<file path="src/hdl/ordered_timer_queue_core_assert.svh">
// Assertion macros for the timer queue core.
`ifndef ORDERED_TIMER_QUEUE_CORE_ASSERT_SVH
`define ORDERED_TIMER_QUEUE_CORE_ASSERT_SVH

// Implication checked on every clock edge outside reset.
`define OTQ_ASSERT_IMP(label, clk, rstn, ante, cons, msg) \
  label: assert property (@(posedge clk) disable iff (!rstn) (ante) |-> (cons)) \
    else $error(msg);

// Implication whose consequent is checked in the cycle after the antecedent.
`define OTQ_ASSERT_NEXT(label, clk, rstn, ante, cons, msg) \
  label: assert property (@(posedge clk) disable iff (!rstn) (ante) |=> (cons)) \
    else $error(msg);

`endif

</file>
<file path="src/hdl/otq_pkg.sv">
package otq_pkg;

  localparam int unsigned SeqBits = 16;
  localparam int unsigned KindBits = 3;
  localparam int unsigned MaxOut = 16;

  typedef enum logic [1:0] {
    REQ_ADD    = 2'd0,
    REQ_CANCEL = 2'd1,
    REQ_TICK   = 2'd2,
    REQ_NONE   = 2'd3
  } req_e;

  typedef enum logic [KindBits-1:0] {
    EV_ADDED     = 3'd0,
    EV_CANCELLED = 3'd1,
    EV_MISSED    = 3'd2,
    EV_EXPIRED   = 3'd3,
    EV_NONE      = 3'd4,
    EV_FULL      = 3'd5
  } event_e;

  typedef enum logic [2:0] {
    ST_IDLE,
    ST_SCAN,
    ST_DECIDE,
    ST_EMIT,
    ST_FINAL,
    ST_OUT
  } state_e;

  // Commands broadcast from the controller to every cell.
  typedef struct packed {
    logic scan;      // shift the scan token one cell down the row
    logic clr_live;  // clear live of the cell named by sel
    logic set_live;  // set live of the cell named by sel
    logic wr_exp;    // write expiry of the cell named by sel
    logic wr_all;    // write expiry, interval and sequence of the cell named by sel
  } cell_cmd_t;

endpackage

</file>
<file path="src/hdl/otq_cell.sv">
// One timer slot. During a scan the cell compares its entry against the
// running minimum coming from its lower neighbor and passes the winner on.
module otq_cell #(
  parameter int unsigned TimeBits = 48,
  parameter int unsigned SlotBits = 4,
  parameter int unsigned MyIndex  = 0
) (
  input  logic                   clk_i,
  input  logic                   rst_ni,
  input  otq_pkg::cell_cmd_t     cmd_i,
  input  logic [SlotBits-1:0]    sel_i,
  input  logic [TimeBits-1:0]    wr_exp_i,
  input  logic [TimeBits-1:0]    wr_iv_i,
  input  logic [otq_pkg::SeqBits-1:0] wr_seq_i,
  input  logic [TimeBits-1:0]    now_i,
  input  logic                   due_only_i,
  input  logic                   excl_i,
  // running minimum from the neighbor
  input  logic                   min_vld_i,
  input  logic [TimeBits-1:0]    min_exp_i,
  input  logic [SlotBits-1:0]    min_slot_i,
  output logic                   min_vld_o,
  output logic [TimeBits-1:0]    min_exp_o,
  output logic [SlotBits-1:0]    min_slot_o,
  output logic                   live_o,
  output logic [TimeBits-1:0]    iv_o,
  output logic [otq_pkg::SeqBits-1:0] seq_o
);
  import otq_pkg::*;

  localparam logic [SlotBits-1:0] Me = SlotBits'(MyIndex);

  logic                live_q;
  logic [TimeBits-1:0] exp_q, iv_q;
  logic [SeqBits-1:0]  seq_q;
  logic                mine, cand;

  assign mine = (sel_i == Me);
  // excl_i keeps this slot out: taken in the current tick, or not at the scan token
  assign cand = live_q && !excl_i && (!due_only_i || exp_q <= now_i);

  always_ff @(posedge clk_i or negedge rst_ni) begin
    if (!rst_ni) begin
      live_q <= 1'b0;
    end else if (mine && cmd_i.set_live) begin
      live_q <= 1'b1;
    end else if (mine && cmd_i.clr_live) begin
      live_q <= 1'b0;
    end
  end

  always_ff @(posedge clk_i) begin
    if (mine && (cmd_i.wr_exp || cmd_i.wr_all)) begin
      exp_q <= wr_exp_i;
    end
    if (mine && cmd_i.wr_all) begin
      iv_q  <= wr_iv_i;
      seq_q <= wr_seq_i;
    end
  end

  // strict less keeps the lower slot on ties, as the scan runs upward
  always_comb begin
    if (cand && (!min_vld_i || exp_q < min_exp_i)) begin
      min_vld_o  = 1'b1;
      min_exp_o  = exp_q;
      min_slot_o = Me;
    end else begin
      min_vld_o  = min_vld_i;
      min_exp_o  = min_exp_i;
      min_slot_o = min_slot_i;
    end
  end

  assign live_o = live_q;
  assign iv_o   = iv_q;
  assign seq_o  = seq_q;

endmodule

</file>
<file path="src/hdl/otq_row.sv">
// Row of cells. The running minimum moves one cell per cycle while scan is
// commanded, held in a single minimum register shared by all cells.
module otq_row #(
  parameter int unsigned TimerSlots = 16,
  parameter int unsigned TimeBits   = 48,
  parameter int unsigned SlotBits   = 4
) (
  input  logic                       clk_i,
  input  logic                       rst_ni,
  input  otq_pkg::cell_cmd_t         cmd_i,
  input  logic [SlotBits-1:0]        sel_i,
  input  logic [TimeBits-1:0]        wr_exp_i,
  input  logic [TimeBits-1:0]        wr_iv_i,
  input  logic [otq_pkg::SeqBits-1:0] wr_seq_i,
  input  logic [TimeBits-1:0]        now_i,
  input  logic                       due_only_i,
  input  logic [TimerSlots-1:0]      excl_i,
  input  logic                       scan_start_i,
  output logic                       min_vld_o,
  output logic [TimeBits-1:0]        min_exp_o,
  output logic [SlotBits-1:0]        min_slot_o,
  output logic [TimerSlots-1:0]      live_o,
  output logic [TimeBits-1:0]        iv_o,
  output logic [otq_pkg::SeqBits-1:0] seq_o
);
  import otq_pkg::*;

  logic                vld_q;
  logic [TimeBits-1:0] exp_q;
  logic [SlotBits-1:0] slot_q;
  logic [SlotBits-1:0] pos_q;
  logic [TimerSlots-1:0] c_vld;
  logic [TimeBits-1:0] c_exp  [TimerSlots];
  logic [SlotBits-1:0] c_slot [TimerSlots];
  logic [TimeBits-1:0] e_iv   [TimerSlots];
  logic [SeqBits-1:0]  e_seq  [TimerSlots];

  for (genvar g = 0; g < TimerSlots; g++) begin : g_cell
    logic            act;
    logic            pv;
    assign act = (pos_q == SlotBits'(g)) && cmd_i.scan;
    assign pv  = (g == 0) ? 1'b0 : vld_q;
    otq_cell #(.TimeBits(TimeBits), .SlotBits(SlotBits), .MyIndex(g)) u_cell (
      .clk_i, .rst_ni, .cmd_i, .sel_i, .wr_exp_i, .wr_iv_i, .wr_seq_i, .now_i,
      .due_only_i,
      .excl_i    (excl_i[g] | !act),
      .min_vld_i (pv),
      .min_exp_i (exp_q),
      .min_slot_i(slot_q),
      .min_vld_o (c_vld[g]),
      .min_exp_o (c_exp[g]),
      .min_slot_o(c_slot[g]),
      .live_o    (live_o[g]),
      .iv_o      (e_iv[g]),
      .seq_o     (e_seq[g])
    );
  end

  // the token walks the row; only the cell at the token position is active
  always_ff @(posedge clk_i or negedge rst_ni) begin
    if (!rst_ni) begin
      pos_q <= '0;
      vld_q <= 1'b0;
    end else if (scan_start_i) begin
      pos_q <= '0;
      vld_q <= 1'b0;
    end else if (cmd_i.scan) begin
      pos_q <= pos_q + 1'b1;
      vld_q <= c_vld[pos_q];
    end
  end

  always_ff @(posedge clk_i) begin
    if (cmd_i.scan) begin
      exp_q  <= c_exp[pos_q];
      slot_q <= c_slot[pos_q];
    end
  end

  assign min_vld_o  = vld_q;
  assign min_exp_o  = exp_q;
  assign min_slot_o = slot_q;
  assign iv_o       = e_iv[sel_i];
  assign seq_o      = e_seq[sel_i];

endmodule

</file>
<file path="src/hdl/ordered_timer_queue_core.sv">
// An add or a tick scans the cell row, acts on its minimum and scans again for
// the final minimum; a cancel or an unused code acts first, then scans once. A
// tick rescans after each timer it expires, then gives its items one a cycle
// while the output is not stalled. One request at a time: the next is accepted
// once the last item of the previous one is loaded; each row scan sets the pace.
// Reset clears all live bits, the sequence counter and the output valid.
module ordered_timer_queue_core #(
  parameter int unsigned TIMER_SLOTS = 16,
  parameter int unsigned TIME_BITS   = 48
) (
  input  logic         clk_i,
  input  logic         rst_ni,
  input  logic         s_axis_tvalid,
  output logic         s_axis_tready,
  // [1:0] req_type
  input  logic [1:0]   s_axis_tuser,
  // [TB-1:0] expire_time, [2TB-1:TB] repeat_interval, [2TB+3:2TB] slot_index,
  // [2TB+19:2TB+4] slot_sequence, [3TB+19:2TB+20] now_time, zero fill to bytes
  input  logic [((3*TIME_BITS+20+7)/8)*8-1:0] s_axis_tdata,
  output logic         m_axis_tvalid,
  input  logic         m_axis_tready,
  // [2:0] event_kind
  output logic [otq_pkg::KindBits-1:0] m_axis_tuser,
  // [3:0] event_slot, [19:4] event_sequence, [20] was_rearmed,
  // [21] earliest_changed, [TB+21:22] next_expiry, [TB+22] next_valid,
  // zero fill to bytes
  output logic [((TIME_BITS+23+7)/8)*8-1:0] m_axis_tdata,
  output logic         m_axis_tlast
);
  import otq_pkg::*;

  localparam int unsigned SlotBits = (TIMER_SLOTS > 1) ? $clog2(TIMER_SLOTS) : 1;
  localparam int unsigned OutW     = ((TIME_BITS+23+7)/8)*8;
  localparam int unsigned CntBits  = $clog2(MaxOut+1);
  localparam int unsigned ListBits = $clog2(MaxOut);
  localparam logic [TIME_BITS-1:0] TMax = '1;

  // unpack
  req_e                 in_req;
  logic [TIME_BITS-1:0] in_exp, in_iv, in_now;
  logic [3:0]           in_idx;
  logic [SeqBits-1:0]   in_seq;

  state_e               state_q, state_d;
  req_e                 req_q;
  logic [TIME_BITS-1:0] exp_q, iv_q, now_q;
  logic [3:0]           idx_q;
  logic [SeqBits-1:0]   wseq_q, seq_ctr_q, seq_ctr_d, seq_nxt;
  logic [SlotBits:0]    cnt_q, cnt_d;
  logic [CntBits-1:0]   nexp_q, nexp_d, ecnt_q, ecnt_d;
  logic [TIMER_SLOTS-1:0] excl_q, excl_d, row_excl;
  logic                 final_q, final_d;  // scanning for the final minimum
  logic [SlotBits-1:0]  take_q [MaxOut];    // expired slots in order
  logic                 take_we;

  // single result of add, cancel, unused code or empty tick
  event_e               rk_q, rk_d;
  logic [3:0]           rs_q, rs_d;
  logic [SeqBits-1:0]   rq_q, rq_d;
  logic                 rc_q, rc_d;

  // output register
  logic                 ov_q;
  event_e               ok_q, ok_d;
  logic [3:0]           os_q, os_d;
  logic [SeqBits-1:0]   oq_q, oq_d;
  logic                 or_q, or_d, oc_q, oc_d, ol_q, ol_d;
  logic [TIME_BITS-1:0] onx_q;
  logic                 onv_q;

  cell_cmd_t            cmd;
  logic [SlotBits-1:0]  sel;
  logic [TIME_BITS-1:0] wr_exp;
  logic                 scan_start, due_only;
  logic                 min_vld;
  logic [TIME_BITS-1:0] min_exp;
  logic [SlotBits-1:0]  min_slot;
  logic [TIMER_SLOTS-1:0] live;
  logic [TIME_BITS-1:0] row_iv;
  logic [SeqBits-1:0]   row_seq;
  logic                 free_any;
  logic [SlotBits-1:0]  free_slot;
  logic [TIME_BITS:0]   rearm_sum;
  logic                 idx_ok;
  logic                 out_fire, load_out;
  logic                 out_stall;
  logic [OutW+KindBits:0] out_word;

  assign in_req = req_e'(s_axis_tuser);
  assign in_exp = s_axis_tdata[TIME_BITS-1:0];
  assign in_iv  = s_axis_tdata[2*TIME_BITS-1:TIME_BITS];
  assign in_idx = s_axis_tdata[2*TIME_BITS+3:2*TIME_BITS];
  assign in_seq = s_axis_tdata[2*TIME_BITS+19:2*TIME_BITS+4];
  assign in_now = s_axis_tdata[3*TIME_BITS+19:2*TIME_BITS+20];

  assign seq_nxt  = seq_ctr_q + 1'b1;
  // re-armed timers count again once the final scan runs
  assign row_excl = final_q ? '0 : excl_q;

  otq_row #(.TimerSlots(TIMER_SLOTS), .TimeBits(TIME_BITS), .SlotBits(SlotBits)) u_row (
    .clk_i, .rst_ni, .cmd_i(cmd), .sel_i(sel), .wr_exp_i(wr_exp), .wr_iv_i(iv_q),
    .wr_seq_i(seq_nxt), .now_i(now_q), .due_only_i(due_only),
    .excl_i(row_excl), .scan_start_i(scan_start),
    .min_vld_o(min_vld), .min_exp_o(min_exp), .min_slot_o(min_slot),
    .live_o(live), .iv_o(row_iv), .seq_o(row_seq)
  );

  // lowest free slot: priority encode over the live bits
  always_comb begin
    free_any  = 1'b0;
    free_slot = '0;
    for (int i = TIMER_SLOTS - 1; i >= 0; i--) begin
      if (!live[i]) begin
        free_any  = 1'b1;
        free_slot = SlotBits'(i);
      end
    end
  end

  assign rearm_sum = {1'b0, now_q} + {1'b0, row_iv};
  assign idx_ok    = ({{(32-4){1'b0}}, idx_q} < 32'(TIMER_SLOTS));
  assign out_fire  = m_axis_tvalid && m_axis_tready;
  assign due_only  = (req_q == REQ_TICK) && !final_q;

  always_comb begin
    state_d   = state_q;
    cnt_d     = cnt_q;
    nexp_d    = nexp_q;
    ecnt_d    = ecnt_q;
    excl_d    = excl_q;
    final_d   = final_q;
    seq_ctr_d = seq_ctr_q;
    rk_d = rk_q; rs_d = rs_q; rq_d = rq_q; rc_d = rc_q;
    ok_d = ok_q; os_d = os_q; oq_d = oq_q; or_d = or_q; oc_d = oc_q; ol_d = ol_q;
    cmd        = '0;
    sel        = '0;
    wr_exp     = exp_q;
    scan_start = 1'b0;
    take_we    = 1'b0;
    load_out   = 1'b0;
    s_axis_tready = 1'b0;
    case (state_q)
      ST_IDLE: begin
        s_axis_tready = 1'b1;
        if (s_axis_tvalid) begin
          cnt_d   = '0;
          nexp_d  = '0;
          ecnt_d  = '0;
          excl_d  = '0;
          final_d = 1'b0;
          rk_d = EV_NONE; rs_d = '0; rq_d = '0; rc_d = 1'b0;
          if (in_req inside {REQ_ADD, REQ_TICK}) begin
            scan_start = 1'b1;
            state_d    = ST_SCAN;
          end else begin
            state_d = ST_DECIDE;
          end
        end
      end
      ST_SCAN: begin
        cmd.scan = 1'b1;
        cnt_d    = cnt_q + 1'b1;
        if (cnt_q == (SlotBits+1)'(TIMER_SLOTS - 1)) begin
          state_d = final_q ? ST_EMIT : ST_DECIDE;
        end
      end
      ST_DECIDE: begin
        // act on the scan result, then rescan
        scan_start = 1'b1;
        cnt_d      = '0;
        final_d    = 1'b1;
        state_d    = ST_SCAN;
        case (req_q)
          REQ_ADD: begin
            if (free_any) begin
              sel          = free_slot;
              cmd.wr_all   = 1'b1;
              cmd.set_live = 1'b1;
              seq_ctr_d    = seq_nxt;
              rk_d = EV_ADDED; rs_d = 4'(free_slot); rq_d = seq_nxt;
              rc_d = !min_vld || (exp_q < min_exp);
            end else begin
              rk_d = EV_FULL;
            end
          end
          REQ_CANCEL: begin
            sel  = SlotBits'(idx_q);
            rs_d = idx_q;
            rq_d = wseq_q;
            if (idx_ok && live[SlotBits'(idx_q)] && row_seq == wseq_q) begin
              cmd.clr_live = 1'b1;
              rk_d = EV_CANCELLED;
            end else begin
              rk_d = EV_MISSED;
            end
          end
          REQ_TICK: begin
            if (min_vld && nexp_q != CntBits'(MaxOut)) begin
              sel = min_slot;
              if (row_iv != '0) begin
                cmd.wr_exp = 1'b1;
                wr_exp = (rearm_sum[TIME_BITS]) ? TMax : rearm_sum[TIME_BITS-1:0];
              end else begin
                cmd.clr_live = 1'b1;
              end
              excl_d[min_slot] = 1'b1;
              take_we = 1'b1;
              nexp_d  = nexp_q + 1'b1;
              final_d = 1'b0;
            end
          end
          default: ;
        endcase
      end
      ST_EMIT: begin
        if (!ov_q || out_fire) begin
          load_out = 1'b1;
          ol_d     = 1'b1;
          if (req_q == REQ_TICK && nexp_q != '0) begin
            sel  = take_q[ecnt_q[ListBits-1:0]];
            ok_d = EV_EXPIRED; os_d = 4'(sel); oq_d = row_seq;
            or_d = (row_iv != '0); oc_d = 1'b0;
            ol_d = (ecnt_q + 1'b1 == nexp_q);
            ecnt_d = ecnt_q + 1'b1;
          end else begin
            ok_d = rk_q; os_d = rs_q; oq_d = rq_q; or_d = 1'b0; oc_d = rc_q;
          end
          if (ol_d) state_d = ST_IDLE;
        end
      end
      default: state_d = ST_IDLE;
    endcase
  end

  always_ff @(posedge clk_i or negedge rst_ni) begin
    if (!rst_ni) begin
      state_q   <= ST_IDLE;
      seq_ctr_q <= '0;
      cnt_q     <= '0;
      nexp_q    <= '0;
      ecnt_q    <= '0;
      excl_q    <= '0;
      final_q   <= 1'b0;
      ov_q      <= 1'b0;
    end else begin
      state_q   <= state_d;
      seq_ctr_q <= seq_ctr_d;
      cnt_q     <= cnt_d;
      nexp_q    <= nexp_d;
      ecnt_q    <= ecnt_d;
      excl_q    <= excl_d;
      final_q   <= final_d;
      if (load_out) begin
        ov_q <= 1'b1;
      end else if (out_fire) begin
        ov_q <= 1'b0;
      end
    end
  end

  always_ff @(posedge clk_i) begin
    if (s_axis_tvalid && s_axis_tready) begin
      req_q  <= in_req;
      exp_q  <= in_exp;
      iv_q   <= in_iv;
      now_q  <= in_now;
      idx_q  <= in_idx;
      wseq_q <= in_seq;
    end
    if (take_we) begin
      take_q[nexp_q[ListBits-1:0]] <= min_slot;
    end
    rk_q <= rk_d; rs_q <= rs_d; rq_q <= rq_d; rc_q <= rc_d;
    ok_q <= ok_d; os_q <= os_d; oq_q <= oq_d; or_q <= or_d; oc_q <= oc_d; ol_q <= ol_d;
    // the row holds the final minimum while items go out
    if (load_out) begin
      onx_q <= min_vld ? min_exp : '0;
      onv_q <= min_vld;
    end
  end

  assign m_axis_tvalid = ov_q;
  assign m_axis_tuser  = ok_q;
  assign m_axis_tlast  = ol_q;
  assign m_axis_tdata  = OutW'({onv_q, onx_q, oc_q, or_q, oq_q, os_q});

  assign out_stall = m_axis_tvalid && !m_axis_tready;
  assign out_word  = {m_axis_tlast, m_axis_tuser, m_axis_tdata};

  `include "ordered_timer_queue_core_assert.svh"
  `OTQ_ASSERT_IMP(a_no_accept_busy, clk_i, rst_ni, state_q != ST_IDLE, !s_axis_tready, "busy")
  `OTQ_ASSERT_NEXT(a_out_valid, clk_i, rst_ni, out_stall, m_axis_tvalid, "item dropped")
  `OTQ_ASSERT_NEXT(a_out_data, clk_i, rst_ni, out_stall, $stable(out_word), "item changed")
  `OTQ_ASSERT_IMP(a_exp_bound, clk_i, rst_ni, 1'b1, nexp_q <= CntBits'(MaxOut), "too many")

endmodule
</file>
<file path="config.mk">
export PLATFORM = sky130hd
export DESIGN_NAME = ordered_timer_queue_core
export DESIGN_NICKNAME = d
export VERILOG_FILES = /design/src/hdl/otq_pkg.sv /design/src/hdl/otq_cell.sv /design/src/hdl/otq_row.sv /design/src/hdl/ordered_timer_queue_core.sv
export VERILOG_INCLUDE_DIRS = /design/src /design/src/hdl
export SDC_FILE = /design/constraint.sdc
export NUM_CORES = 2
export LEC_CHECK = 0
export BUFFER_PORTS_ARGS = -buffer_cell sky130_fd_sc_hd__clkbuf_2
export CAP_MARGIN = 25
export CORE_AREA = 2 2 544 762
export DETAILED_ROUTE_END_ITERATION = 8
export DIE_AREA = 0 0 546 764
export MAX_ROUTING_LAYER = met4
export SLEW_MARGIN = 15
export SYNTH_ARGS = -nofsm -noshare
export SYNTH_HDL_FRONTEND = slang
export SYNTH_SLANG_ARGS = --single-unit
</file>
<file path="constraint.sdc">
create_clock -name clk_i -period 16.8 [get_ports clk_i]
set_input_delay 0.84 -clock clk_i [delete_from_list [all_inputs] [get_ports clk_i]]
set_output_delay 0.84 -clock clk_i [all_outputs]
set_load 0.05 [all_outputs]
</file>
==> results.txt <==
The sum of internal, switching and leakage power is 18.0 mW. The congestion estimate from routability-driven global placement came to 1.04. The startpoint identified for the worst hold timing path is s_axis_tdata[106].

The clock tree root driver cell is clkbuf_16. The first global-routing pass estimated 700 mm of wire. The number of flip-flops and latches in the synthesized netlist came out at approximately 2200. The library cell used most frequently in the layout, excluding fill and tap cells, is edfxtp_1. The data required time at the worst endpoint came out at 17.35 ns.

The slew at the pin with the worst max-slew slack is 1.29 ns. The number of buffer and inverter stages on the critical path came out at 2. The total number of vias came out at 91000. The depth of the worst register-to-register path is 25. The area inside the core boundary is 0.411 mm2.

The most used cell along the critical path is o21ai_0. The relative max-transition margin is 0.136. The critical path in this run is classified as reg2reg. The area of the die is 0.417 mm2. Synthesis produced a netlist whose cell count is 9711. The xor-xnor portion of the synthesized cell area came out at 0.00636. In the layout the commonest cells are edfxtp_1 (2173), ha_1 (1587), nand2_1 (765).

The total congestion overflow came out at 0. The all-layer global routing usage is 0.246. In this run the static leakage power is 53.9 nW. The number of iterations in the first detailed-routing pass is 9. The type of element capturing the critical path is a flop. The Yosys step of the flow raised 0 warnings. The dominant combinational cell family by area after synthesis is adder cells.

VDD sags by at most 0.103 mV. The HPWL after detailed placement is 371 mm. Setup repair after global routing left no endpoint under its margin. The fmax is a little over 0.09 GHz. The largest clock skew in the final design came out at 0.153 ns.

The worst hold-check slack is approximately 0.047 ns. The finished layout holds 15900 standard cells, fillers aside. The setup-violating endpoint count in the final report is 0. The beginning of the worst register-to-register path is state_q[1]. Pin placement for this block handled 252 I/O pins. The count of nets left with antenna violations once routing finished came out at 0. The final layout net count is 12000. The cell with the largest stage delay on the worst path is o41ai_1.

The number of vias per cell is 5.70. The floorplan has between 200 and 300 rows. The layout cell share with drive strength beyond 1 came out at 0.115.

The number of hold violations in the final report is 0. STA puts the critical path data arrival time at about 12 ns. The fraction of the yosys area taken by sequential cells is 0.547. TritonCTS built the clock tree. The post-synth design cell area came out at 0.123 mm2. The setup TNS came out at 0 ns. The most used flip-flop cell after synthesis is edfxtp_1.

The reg-to-reg critical path endpoint is u_row.g_cell[1].u_cell.exp_q[45]. The number of instances on the worst hold path is 1. The effective utilization at floorplan is 0.298. The via count of the first global-routing pass is between 80000 and 90000. Among cell families on the critical path, the largest total delay comes from compound AO/OA/AOI/OAI gates. The biggest area contributor in the post-synthesis netlist is edfxtp_1. The floorplan die height is 764 um. Entering global routing, the biggest net connects 114 pins. The unique cell type count in the Yosys netlist is 97. The max-slew violation count is 0. Subtracting the final worst setup slack from the clock period gives 10.97 ns. The biggest fanout along the worst timing path came out at 90. The kind of start point of the critical path is a flop. The latest clock arrival within the worst-skew pair came out at 1.01 ns.

The clock buffer count from CTS is ~240. Of the total synthesized cell area, the portion taken by full adders, half adders and majority gates is 0.162. The initial antenna violation count is 48.

The total wire length is 514 mm. For flop-to-flop paths, the worst setup slack is 5.83 ns. Averaged over all synthesized cells, the footprint is between 10 and 15 um2. The basic-gate share of the synthesized area counting and, or, nand and nor cells is 0.105.

The run finished, with violations left. In this run the horizontal extent of the chip is between 500 and 600 um. The compound-gate portion of the synthesized area is 0.138.

The count of instances resized after the clock tree is built came out at 0. In this design, the stage delay of the slowest critical-path cell is 0.88 ns. The async set-or-reset flop fraction in the synthesized netlist came out at 0.0321. The number of H-tree branching levels came out at 4. The average wire length per cell after detail routing came out at 32.2 um. After synthesis, the share of cell area in mux cells is 0.0233. The areal power density over the cells came out at 128 mW/mm2. The detailed-route DRC error count is 4. The path with the worst hold slack has its endpoint at wseq_q[6]. The period utilization is 0.653. The max-cap violation count came out at 0. The first routing iteration left about 11000 violations.

The buffer depth of the longest clock path is 4. The total placed cells including tap cells came out at 15400. The number of clock sinks came out at ~2200. The min-delay analysis places its worst path in the category in2reg. The number of flops mapped to enable cells by yosys came out at 2173.

The synthesis-to-finish area growth is 14.7%. The CTS clock-pin slew for the worst setup and hold paths is 0.07 ns. By area the synthesized netlist is led by edfxtp_1 (53%), ha_1 (16%), a21o_1 (3.0%). Of the post-synthesis cell area, the dominant cell type holds 0.532. The checks that failed: design-rule violations. The number of port buffers is 246. The quantity of hold-fixing buffers added after cts came out at 26. The number of nets produced by synthesis came out at 11500. The count of buffers added by post-CTS timing repair for setup is 0.
per-layer routing:
metal	vias up	routed length (um)	track usage
met3	1371	38400	0.0416
met1	45500	187000	0.273
met4	0	48900	0.188
li1	39600	-	-
met2	4519	240000	0.394
met5	-	0	-
per-stage QoR:
stage | cell area (um2) | util | worst slack, ns
3_5_place_dp | 133000 | 0.323 | 6.10
2_1_floorplan | 123000 | - | 4.66
3_3_place_gp | 132000 | 0.322 | 6.04
6_report | 141000 | 0.342 | 5.83
5_1_grt | 141000 | 0.342 | 5.45
4_1_cts | 140000 | 0.342 | 6.10
cell usage after synthesis, types with 63 or more instances:
cell / count
a211oi_1: 124
a21o_1: 492
a21oi_1: 543
a222oi_1: 82
a22oi_1: 149
a31oi_1: 63
and3_1: 138
buf_2: 92
clkbuf_1: 192
dfrtp_1: 72
edfxtp_1: 2173
ha_1: 1588
inv_1: 163
mux2i_1: 206
nand2_1: 766
nand2b_1: 110
nand3_1: 255
nand4_1: 321
nor2_1: 428
nor2b_1: 156
nor3_1: 158
o21a_1: 75
o21ai_0: 332
flip-flops by register name, indices dropped and copies added, names as in the netlist, 48 cells and up, named ones only:
register                   count
u_row.g_cell.u_cell.exp_q    768
u_row.g_cell.u_cell.seq_o    256
iv_q                          48
now_q                         48
onx_q                         48
take_q                        64
u_row.g_cell.u_cell.iv_o     768
exp_q                         48
final cells by class:
| cell class | count | area [um2] |
|---|---|---|
| inverters | 167 | 637 |
| repair buffers | 638 | 4350 |
| clock buffers | 291 | 6210 |
| flip-flops and latches | 2245 | 67100 |
| clock inverters | 141 | 1440 |
| well taps | 5479 | 6860 |
| multi-input cells | 6951 | 54000 |
| diodes | 37 | 92.6 |
| fillers | 40300 | 270000 |
worst max-delay path by stage:
stage	slack (ns)	depth (start not counted)	from	endpoint
2_1_floorplan	4.66	17	m_axis_tready	u_row.g_cell[13].u_cell.exp_q[0]
3_5_place_dp	6.10	26	m_axis_tready	u_row.g_cell[11].u_cell.exp_q[45]
5_1_grt	5.45	25	state_q[1]	u_row.g_cell[15].u_cell.exp_q[45]
3_3_place_gp	6.04	26	m_axis_tready	u_row.g_cell[11].u_cell.exp_q[45]
6_report	5.83	25	state_q[1]	u_row.g_cell[1].u_cell.exp_q[45]
4_1_cts	6.10	25	state_q[1]	u_row.g_cell[2].u_cell.exp_q[45]
report_power, final:
part           internal [mW]  leakage (nW)  switching [mW]
clock                   2.98          3.72            2.36
sequential              6.60          20.9           0.319
combinational           1.80          29.3            3.96
total                   11.4          53.9            6.64
cells by family (layout without fill, tap and decap cells):
| logic type | after synthesis | in the layout |
|---|---|---|
| AND/OR/NAND/NOR | 2575 | 2575 |
| AO/OA/AOI/OAI | 2444 | 2444 |
| flip-flops | 2245 | 2245 |
| adder cells (fa/ha/maj) | 1589 | 1589 |
| buffers and inverters | 515 | 1237 |
| multiplexers | 253 | 253 |
| XOR/XNOR | 89 | 89 |
| other | 1 | 38 |
Power figures use the tool's default switching activity.
